`src/rtl/ckt_pkg.sv`:
```
// Shared constants and types for the counted key table.
// Depends on nothing; imported by the controller, datapath and top level.
package ckt_pkg;

   localparam int CAPACITY = 16;
   localparam int IDX_W    = $clog2(CAPACITY);
   localparam int CNT_W    = $clog2(CAPACITY + 1);
   localparam int KEY_W    = 16;
   localparam int COUNT_W  = 16;
   localparam int SLOT_W   = 5;
   localparam int STATUS_W = 2;
   localparam int USED_W   = 5;

   localparam logic FUNC_ADD     = 1'b0;
   localparam logic FUNC_CONSUME = 1'b1;

   localparam logic [STATUS_W-1:0] ST_DONE  = 2'd0;
   localparam logic [STATUS_W-1:0] ST_FULL  = 2'd1;
   localparam logic [STATUS_W-1:0] ST_RANGE = 2'd2;

   localparam logic [COUNT_W-1:0] COUNT_MAX = {COUNT_W{1'b1}};

   typedef struct packed {
      logic capture;
      logic look;
      logic apply;
   } ckt_cmd_type;

endpackage

```
`src/rtl/ckt_ctrl.sv`:
```
// Request sequencer for the counted key table: accept, look up, apply, respond.
// Depends on ckt_pkg; drives the datapath through ckt_cmd_type.
module ckt_ctrl (
   input  logic                clock,
   input  logic                reset,
   input  logic                req_valid,
   output logic                req_stall,
   output logic                rsp_valid,
   input  logic                rsp_stall,
   output ckt_pkg::ckt_cmd_type cmd
);
   import ckt_pkg::*;

   localparam logic [1:0] S_IDLE  = 2'd0;
   localparam logic [1:0] S_LOOK  = 2'd1;
   localparam logic [1:0] S_APPLY = 2'd2;

   logic [1:0] state_ff, state_in;
   logic       rsp_valid_ff, rsp_valid_in;
   logic       out_free;
   logic       accept;

   assign out_free  = !rsp_valid_ff || !rsp_stall;
   assign req_stall = !((state_ff == S_IDLE) || ((state_ff == S_APPLY) && out_free));
   assign accept    = req_valid && !req_stall;
   assign rsp_valid = rsp_valid_ff;

   assign cmd.capture = accept;
   assign cmd.look    = (state_ff == S_LOOK);
   assign cmd.apply   = (state_ff == S_APPLY) && out_free;

   always_comb begin
      state_in = state_ff;
      case (state_ff)
         S_IDLE: begin
            if (accept) state_in = S_LOOK;
         end
         S_LOOK: begin
            state_in = S_APPLY;
         end
         S_APPLY: begin
            if (out_free) state_in = accept ? S_LOOK : S_IDLE;
         end
         default: begin
            state_in = S_IDLE;
         end
      endcase
   end

   always_comb begin
      if (cmd.apply) rsp_valid_in = 1'b1;
      else if (!rsp_stall) rsp_valid_in = 1'b0;
      else rsp_valid_in = rsp_valid_ff;
   end

   always_ff @(posedge clock) begin
      if (reset) begin
         state_ff     <= S_IDLE;
         rsp_valid_ff <= 1'b0;
      end else begin
         state_ff     <= state_in;
         rsp_valid_ff <= rsp_valid_in;
      end
   end

endmodule

```
`src/rtl/ckt_datapath.sv`:
```
// Entry storage, key compare, count update and compaction for the counted key table.
// Depends on ckt_pkg; sequenced by ckt_ctrl through ckt_cmd_type.
module ckt_datapath (
   input  logic                          clock,
   input  logic                          reset,
   input  ckt_pkg::ckt_cmd_type          cmd,
   input  logic                          req_func,
   input  logic [ckt_pkg::KEY_W-1:0]     req_key,
   input  logic [ckt_pkg::COUNT_W-1:0]   req_amount,
   input  logic [ckt_pkg::SLOT_W-1:0]    req_slot,
   output logic [ckt_pkg::STATUS_W-1:0]  rsp_status,
   output logic                          rsp_removed,
   output logic [ckt_pkg::USED_W-1:0]    rsp_used_slots
);
   import ckt_pkg::*;

   logic                func_ff;
   logic [KEY_W-1:0]    key_ff;
   logic [COUNT_W-1:0]  amount_ff;
   logic [SLOT_W-1:0]   slot_ff;

   logic [KEY_W-1:0]    keys_ff   [CAPACITY];
   logic [COUNT_W-1:0]  counts_ff [CAPACITY];
   logic [CNT_W-1:0]    used_ff, used_in;

   logic                hit_ff;
   logic [IDX_W-1:0]    idx_ff;
   logic [COUNT_W-1:0]  cnt_ff;
   logic                slot_ok_ff;

   logic [STATUS_W-1:0] status_ff, status_in;
   logic                removed_ff, removed_in;
   logic [USED_W-1:0]   used_out_ff;

   logic [CAPACITY-1:0] match;
   logic [IDX_W-1:0]    match_idx;
   logic [IDX_W-1:0]    sel_idx;
   logic                slot_ok;

   logic [COUNT_W:0]    sum;
   logic [COUNT_W-1:0]  new_cnt;
   logic                do_update;
   logic                do_append;
   logic                do_remove;
   logic [IDX_W-1:0]    tail_idx;

   always_comb begin
      match_idx = '0;
      for (int i = 0; i < CAPACITY; i++) begin
         match[i] = (keys_ff[i] == key_ff) && (CNT_W'(i) < used_ff);
      end
      for (int i = CAPACITY - 1; i >= 0; i--) begin
         if (match[i]) match_idx = IDX_W'(i);
      end
      slot_ok = (32'(slot_ff) < 32'(used_ff));
      sel_idx = (func_ff == FUNC_CONSUME) ? IDX_W'(slot_ff) : match_idx;
   end

   assign tail_idx = IDX_W'(used_ff);
   assign sum      = {1'b0, cnt_ff} + {1'b0, amount_ff};

   always_comb begin
      do_update  = 1'b0;
      do_append  = 1'b0;
      do_remove  = 1'b0;
      new_cnt    = cnt_ff;
      status_in  = ST_DONE;
      removed_in = 1'b0;
      used_in    = used_ff;
      if (func_ff == FUNC_ADD) begin
         if (amount_ff == '0) begin
            status_in = ST_DONE;
         end else if (hit_ff) begin
            do_update = 1'b1;
            new_cnt   = sum[COUNT_W] ? COUNT_MAX : sum[COUNT_W-1:0];
         end else if (used_ff == CNT_W'(CAPACITY)) begin
            status_in = ST_FULL;
         end else begin
            do_append = 1'b1;
            used_in   = used_ff + CNT_W'(1);
         end
      end else begin
         if (!slot_ok_ff) begin
            status_in = ST_RANGE;
         end else if (cnt_ff > COUNT_W'(1)) begin
            do_update = 1'b1;
            new_cnt   = cnt_ff - COUNT_W'(1);
         end else begin
            do_remove  = 1'b1;
            removed_in = 1'b1;
            used_in    = used_ff - CNT_W'(1);
         end
      end
   end

   always_ff @(posedge clock) begin
      if (cmd.capture) begin
         func_ff   <= req_func;
         key_ff    <= req_key;
         amount_ff <= req_amount;
         slot_ff   <= req_slot;
      end
      if (cmd.look) begin
         hit_ff     <= |match;
         idx_ff     <= sel_idx;
         cnt_ff     <= counts_ff[sel_idx];
         slot_ok_ff <= slot_ok;
      end
      if (cmd.apply) begin
         status_ff   <= status_in;
         removed_ff  <= removed_in;
         used_out_ff <= USED_W'(used_in);
         if (do_update) counts_ff[idx_ff] <= new_cnt;
         if (do_append) begin
            keys_ff[tail_idx]   <= key_ff;
            counts_ff[tail_idx] <= amount_ff;
         end
         if (do_remove) begin
            for (int i = 0; i < CAPACITY - 1; i++) begin
               if (i >= int'(idx_ff)) begin
                  keys_ff[i]   <= keys_ff[i+1];
                  counts_ff[i] <= counts_ff[i+1];
               end
            end
         end
      end
   end

   always_ff @(posedge clock) begin
      if (reset) begin
         used_ff <= '0;
      end else if (cmd.apply) begin
         used_ff <= used_in;
      end
   end

   assign rsp_status     = status_ff;
   assign rsp_removed    = removed_ff;
   assign rsp_used_slots = used_out_ff;

endmodule

```
`src/rtl/counted_key_table.sv`:
```
// Top level of the counted key table: request and response channels.
// Depends on ckt_pkg, ckt_ctrl and ckt_datapath.
//
// A request has a lookup step and an apply step: in the lookup all used keys
// are compared at once and the addressed count is read into a register; in
// the apply step the count is stacked, decremented or appended, or the later
// entries shift down one slot, and the response word is loaded into the output
// register. The next request is taken in the apply step when the output
// register is free; a stalled response holds the block after its lookup.
module counted_key_table (
   input  logic                          clock,
   input  logic                          reset,
   input  logic                          req_valid,
   output logic                          req_stall,
   input  logic                          req_func,
   input  logic [ckt_pkg::KEY_W-1:0]     req_key,
   input  logic [ckt_pkg::COUNT_W-1:0]   req_amount,
   input  logic [ckt_pkg::SLOT_W-1:0]    req_slot,
   output logic                          rsp_valid,
   input  logic                          rsp_stall,
   output logic [ckt_pkg::STATUS_W-1:0]  rsp_status,
   output logic                          rsp_removed,
   output logic [ckt_pkg::USED_W-1:0]    rsp_used_slots
);
   import ckt_pkg::*;

   ckt_cmd_type cmd;

   ckt_ctrl u_ctrl (
      .clock     (clock),
      .reset     (reset),
      .req_valid (req_valid),
      .req_stall (req_stall),
      .rsp_valid (rsp_valid),
      .rsp_stall (rsp_stall),
      .cmd       (cmd)
   );

   ckt_datapath u_datapath (
      .clock          (clock),
      .reset          (reset),
      .cmd            (cmd),
      .req_func       (req_func),
      .req_key        (req_key),
      .req_amount     (req_amount),
      .req_slot       (req_slot),
      .rsp_status     (rsp_status),
      .rsp_removed    (rsp_removed),
      .rsp_used_slots (rsp_used_slots)
   );

endmodule
```
`config.mk`:
```
export PLATFORM = sky130hd
export DESIGN_NAME = counted_key_table
export DESIGN_NICKNAME = d
export VERILOG_FILES = /design/src/rtl/ckt_pkg.sv /design/src/rtl/ckt_ctrl.sv /design/src/rtl/ckt_datapath.sv /design/src/rtl/counted_key_table.sv
export SDC_FILE = /design/constraint.sdc
export NUM_CORES = 1
export LEC_CHECK = 0
export ABC_CLOCK_PERIOD_IN_PS = 5270
export BUFFER_PORTS_ARGS = -buffer_cell sky130_fd_sc_hd__buf_2
export CAP_MARGIN = 20
export CELL_PAD_IN_SITES_DETAIL_PLACEMENT = 1
export CELL_PAD_IN_SITES_GLOBAL_PLACEMENT = 2
export CORE_MARGIN = 4
export CORE_UTILIZATION = 35
export CTS_CLUSTER_DIAMETER = 120
export DETAILED_ROUTE_END_ITERATION = 8
export GPL_ROUTABILITY_DRIVEN = 0
export PLACE_DENSITY = 0.64
export SETUP_SLACK_MARGIN = 0.3
export SYNTH_ARGS = -nofsm -noshare
export SYNTH_HDL_FRONTEND = slang
export SYNTH_SLANG_ARGS = --single-unit
```
`constraint.sdc`:
```
create_clock -name clock -period 5.27 [get_ports clock]
set_input_delay 0.527 -clock clock [delete_from_list [all_inputs] [get_ports clock]]
set_output_delay 0.527 -clock clock [all_outputs]
set_load 0.005 [all_outputs]
```
Word-level counts from Yosys, hierarchy flattened
Memories as Yosys holds them, arrays and structs flattened. A register that Yosys moved wholly into a read port is not among the register bits.
Index checks and enable logic that the tools add are counted.
{"block": "classes", "n_addsub": 4, "n_mul": 0, "div_mod_pow": 0, "order_cmp": 33, "n_eq_ne": 22, "shift": 0, "n_mux": 127, "n_bitwise": 0, "n_reduce_logical": 30}
{"op": "16-bit == test", "n": 16}
{"op": "16-bit 2-to-1 mux", "n": 9}
{"op": "1-bit 2-to-1 mux", "n": 85}
{"op": "4-bit 2-to-1 mux", "n": 20}
{"op": "16-bit OR reduction", "n": 4}
{"op": "4-bit by 5-bit < comparator with 1-bit output, first input constant", "n": 8}
{"op": "5-bit 2-to-1 mux", "n": 6}
{"op": "4-bit >= comparator, first input constant", "n": 7}
{"op": "3-bit by 5-bit < comparator with 1-bit output, first input constant", "n": 4}
{"op": "1-bit logical AND", "n": 18}
{"op": "16-bit by 16-bit adder with 17-bit output", "n": 1}
{"op": "3-bit by 4-bit >= comparator with 1-bit output, first input constant", "n": 4}
{"op": "16-bit by 1-bit > comparator with 1-bit output, second input constant", "n": 1}
{"op": "16-bit logical NOT", "n": 1}
{"op": "16-bit by 1-bit subtractor with 16-bit output, second input constant", "n": 1}
{"op": "2-bit 2-to-1 mux", "n": 6}
{"op": "1-bit by 5-bit < comparator with 1-bit output, first input constant", "n": 2}
{"op": "2-bit by 5-bit < comparator with 1-bit output, first input constant", "n": 2}
{"op": "1-bit by 4-bit >= comparator with 1-bit output, first input constant", "n": 2}
{"op": "2-bit by 4-bit >= comparator with 1-bit output, first input constant", "n": 2}
{"op": "2-bit by 1-bit != test with 1-bit output, second input constant", "n": 3}
{"op": "2-bit one-hot mux with 3 select lines", "n": 1}
{"op": "5-bit by 1-bit adder with 5-bit output, second input constant", "n": 1}
{"op": "5-bit == test, second input constant", "n": 1}
{"op": "other kinds (8)", "n": 11}
{"block": "totals", "reg_bits": 60, "latch_bits": 0, "ram_bits": 512, "rom_bits": 0, "inputBits": 42, "out_inout_bits": 10, "wordCells": 231, "mem_count": 2}
{"memory": "u_datapath.counts_ff", "depth": 16, "width": 16, "rd": 16, "rd_clocked_by_memory_dff": 1, "write_ports": 15, "line_no": "ckt_datapath.sv:23", "text": "logic [COUNT_W-1:0] counts_ff [CAPACITY];"}
{"memory": "u_datapath.keys_ff", "depth": 16, "width": 16, "rd": 16, "rd_clocked_by_memory_dff": 0, "write_ports": 15, "line_no": "ckt_datapath.sv:22", "text": "logic [KEY_W-1:0] keys_ff [CAPACITY];"}

Longest topological paths before layout
An unclocked memory read counts as a cell.
{"block": "depth", "ltp_word": 20, "depth_mapped": 17, "depth_no_buf": 14}

By module
From an unflattened synthesis, not the netlist that was laid out.
{"block": "unflattened", "hier_cells": 3101, "area_unflattened_um2": 31761.7}
{"mod": "ckt_datapath", "instances": 1, "cells_each": 3083, "area_each_um2": 31595.3, "seq_area_each_um2": 17516.8}
{"mod": "ckt_ctrl", "instances": 1, "cells_each": 18, "area_each_um2": 166.4, "seq_area_each_um2": 60.1}

Least setup slack after synthesis
No wires, ideal clock.
{"block": "synth_timing", "path_kind": "flip-flop to flip-flop", "from": "register u_datapath.used_ff[1]", "to": "memory u_datapath.counts_ff[7][0] (enable)", "setup_time_ns": 0.411, "arrival_time_ns": 3.379, "required_time_ns": 4.859, "setup_slack_ns": 1.480, "stages_incl_launch_ff": 11, "path_buffers": 2, "synth_period_minus_slack_ns": 3.790, "cell_sequence": "dfxtp_1 -> clkbuf_1 -> inv_1 -> ha_1 -> nand3_1 -> and3_1 -> clkbuf_1 -> nand2_1 -> mux2i_1 -> or3_1 -> o21ai_0"}
{"element": "start: declaration", "line_no": "ckt_datapath.sv:24", "text": "logic [CNT_W-1:0] used_ff, used_in;"}
{"element": "start signal: assignment", "line_no": "ckt_datapath.sv:133", "text": "used_ff <= used_in;"}
{"element": "end: declaration", "line_no": "ckt_datapath.sv:23"}

Final worst setup path
{"block": "layout_timing", "from": "register u_datapath.key_ff[14]", "to": "register u_datapath.cnt_ff[9], read port of u_datapath.counts_ff (data pin)"}
{"block": "layout_via", "elab_chain_len": 19, "word_cells_on_any_way": 49, "classes_between": "16 x eq/ne; 17 x mux; 16 x reduce/logical"}
{"element": "start: declaration", "line_no": "ckt_datapath.sv:18", "text": "logic [KEY_W-1:0] key_ff;"}
{"element": "start signal: assignment", "line_no": "ckt_datapath.sv:99", "text": "key_ff <= req_key;"}
{"element": "16-bit == test", "line_no": "ckt_datapath.sv:50", "text": "match[i] = (keys_ff[i] == key_ff) && (CNT_W'(i) < used_ff);"}
{"element": "1-bit logical AND", "line_no": "ckt_datapath.sv:50"}
{"element": "4-bit 2-to-1 mux (15 in a row)", "line_no": "ckt_datapath.sv:53", "text": "if (match[i]) match_idx = IDX_W'(i);"}
{"element": "4-bit 2-to-1 mux *", "line_no": "ckt_datapath.sv:53"}
{"element": "4-bit 2-to-1 mux *", "line_no": "ckt_datapath.sv:56", "text": "sel_idx = (func_ff == FUNC_CONSUME) ? IDX_W'(slot_ff) : match_idx;"}
{"element": "end: declaration", "line_no": "ckt_datapath.sv:28", "text": "logic [COUNT_W-1:0] cnt_ff;"}
Mark *: on every way between the ends. The rest lies on a longest branch, timed or not.
A chain may end at the register's enable or synchronous reset.

==> flow_metrics.py <==
metrics = {
    "timing": {
        "slew_headroom_pct": 29.6,
        "fin_skew_ps": 30.1,
        "rsz0062_at_grt": "no",
        "fmax_ghz": 0.208,
        "fin_crit_ps": 4820,
        "finalHoldViolCount": 0,
        "setup_violations": 0,
        "finalMaxSlewViolations": 0,
        "tightest_slew_ps": 1060,
        "holdWs_ps": 60.1,
        "fin_crit_sh_pct": 91.4,
    },
    "routing": {
        "drtAntennaViolNets": 0,
        "first_pass_iters": 5,
        "wl_per_cell_um": 25.4,
        "drc": 0,
        "wirelength_um": 108000,
        "drtIter0Drc": 1658,
        "num_vias": 22822,
        "viasPerCell": 5.36,
    },
    "place": {
        "dpl-instance-area_um2": 33800,
        "hpwl_um": 76600,
        "dp_cells": 4117,
        "portBuffers": 51,
    },
    "critical_path": {
        "end_kind": "flip-flop",
        "crit_fanout": 31,
        "r2r_setup_slack_ps": 450,
        "worst_path_most_repeated_cell": "mux2i_1",
        "required_ps": 5650,
        "critPathMaxStageDelay_ps": 490,
        "r2r-start": "u_datapath.key_ff[14]",
        "cp_data_arrival_time_ps": 5200,
        "path_class": "reg -> reg",
        "cp-start-kind": "flip-flop",
        "path_cells": "buf_4 > buf_4 > xnor2_1 > nand4_1 > nor4_1 > nand4_1 > nand3b_1 > a2111oi_4 > a21oi_4 > inv_8 > buf_12 > buf_12 > mux2i_1 > mux2i_1 > mux2i_1 > mux2i_1",
        "r2r_cells": 16,
        "slowest_stage": "edfxtp_1",
        "cp_top_family": "simple AND/OR/NAND/NOR gates",
        "cp_num_buf_inv": 5,
        "r2r_end": "u_datapath.cnt_ff[9]",
    },
    "job": {
        "maxCapViolCount": 0,
    },
    "finish": {
        "design_area_um2": 36100,
        "layout.nets": 3101,
        "final_cell_mix": "nand2_1 (827), edfxtp_1 (580), mux2i_1 (229)",
        "layout.cells.non_filler": 4258,
        "final_common_cell": "nand2_1",
        "layout-drive-gt1-share_pct": 12.1,
        "areaGrowthSynthToFinish_pct": 14.2,
    },
    "synth": {
        "syn_avg_cell_area_um2": 10.7,
        "synth-edff-count": 580,
        "synthCells": 2948,
        "syn_nets": 3018,
        "yosysSeqAreaShare_pct": 55.6,
        "synth_seq_cells": 588,
        "synth-main-ff-cell": "edfxtp_1",
        "netlist-cell-type-count": 81,
        "synthesis.area_um2": 31600,
        "synthArstFlopShare_pct": 0,
        "ys_warn_count": 0,
    },
    "cts": {
        "clk_transition_reported_paths_ps": 60,
        "cts.sinks": 588,
        "clock_latency_ps": 650,
        "clk_path_buf_depth": 3,
        "cts_buffers": 71,
        "cts-root-buf": "clkbuf_16",
        "cts_tree": "built",
        "htree_num_levels": 3,
    },
    "pwr": {
        "powerDensity_nw_per_um2": 304,
        "p_leak_nw": 14.3,
        "peakVddDrop_uv": 232,
    },
    "min_path": {
        "min_from": "req_key[3]",
        "min_path_cells": 1,
        "min_to": "u_datapath.key_ff[3]",
        "hold_path.class": "in -> reg",
    },
    "global_routing": {
        "grt_pass1_vias": 24263,
        "overflow": 0,
        "grt_first_pass_wirelength_um": 159000,
        "grtUsageTotal_pct": 22.5,
        "grt_max_degree": 40,
        "antenna_found_initial": 2,
    },
    "outcome": {
        "outcome": "complete, no violations",
    },
    "die": {
        "dieHeight_um": 309,
        "core_region_area_um2": 89900,
        "dieArea_um2": 95300,
        "start_util_pct": 35.2,
        "std_cell_rows": 110,
        "die_w_um": 309,
        "num_io_pins": 52,
    },
}
[synth_stat cells (11+ instances only)]
cell type	instances	area, um^2
a21o_1	155	1160
a21oi_1	97	485
buf_1	21	78.8
buf_2	67	335
buf_4	23	173
clkbuf_1	79	297
edfxtp_1	580	17400
ha_1	27	338
inv_1	31	116
mux2i_1	230	2300
nand2_1	828	3110
nand2b_1	11	68.8
nand3_1	29	145
nand4_1	28	175
nor2_1	112	420
nor3_1	26	130
nor4_1	57	357
o21ai_0	88	440
or3_1	14	87.6
xnor2_1	107	937
xor2_1	182	1590
[layer usage]
| metal | part of all wire (%) | global-route usage (%) |
|---|---|---|
| met1 | 45 | 30.6 |
| met2 | 47 | 37.0 |
| met3 | 5.5 | 4.17 |
| met4 | 2.7 | 6.40 |
| met5 | 0 | 0 |
[per-stage QoR]
step	setup slack, ps	utilization [%]	total power, mW	setup TNS [ps]
2_1_floorplan	1480	-	6.06	0
3_3_place_gp	-194	37.6	6.37	-436
3_5_place_dp	118	37.6	6.40	0
4_1_cts	318	40.1	11.1	0
5_1_grt	309	40.2	11.4	0
6_report	451	40.2	11.0	0
[power breakdown]
part,switching [mW],internal [mW]
logic,0.621,0.416
registers,0.0626,5.22
clock network,2.06,2.59
[sequential cells by signal (all words and copies together), names as in the netlist, 2 cells and up]
| signal | count |
|---|---|
| u_datapath.amount_ff | 16 |
| u_datapath.cnt_ff | 16 |
| u_ctrl.state_ff | 2 |
| u_datapath.slot_ff | 5 |
| u_datapath.rsp_used_slots | 5 |
| u_datapath.used_ff | 5 |
| u_datapath.idx_ff | 4 |
| u_datapath.key_ff | 16 |
| u_datapath.counts_ff | 256 |
| u_datapath.keys_ff | 256 |
| u_datapath.rsp_status | 2 |
[logic make-up (layout without fill, tap and decap cells)]
group / count (synthesis) / after routing / synth area share (%)
simple gates: 1157 / 1157 / 15.6
flops: 588 / 588 / 55.6
compound gates: 416 / 416 / 8.69
xor+xnor: 289 / 289 / 8.00
buf+inv: 238 / 371 / 3.71
mux: 232 / 232 / 7.35
fa+ha+maj: 28 / 28 / 1.13
other cells: 0 / 1 / 0
[worst max path at each step]
| stage | from | endpoint | cells after the start |
|---|---|---|---|
| final | u_datapath.key_ff[14] | u_datapath.cnt_ff[9] | 16 |
| after global routing | u_datapath.key_ff[14] | u_datapath.cnt_ff[9] | 16 |
| after CTS | u_datapath.used_ff[2] | u_datapath.cnt_ff[9] | 16 |
| after detailed placement | u_datapath.used_ff[2] | u_datapath.cnt_ff[9] | 16 |
| after global placement | u_datapath.key_ff[7] | u_datapath.cnt_ff[9] | 14 |
| after floorplan | u_datapath.used_ff[1] | u_datapath.counts_ff[7][0] | 10 |
[layout make-up]
cell class | count | area [um^2]
Timing Repair Buffer | 213 | 1740
Fill cell | 9763 | 53700
Tap cell | 1176 | 1470
Multi-Input combinational cell | 2122 | 13100
Sequential cell | 588 | 17600
Clock buffer | 88 | 1840
Clock inverter | 35 | 277
Antenna cell | 1 | 2.50
Inverter | 35 | 139
[timing repair]
item	in CTS	in global routing
hold buffers	0	0
setup buffers	5	11
resized for setup	1	5
setup endpoints to repair	4	11
cloned	0	0
Note: power is estimated with default switching activity, not from simulation.
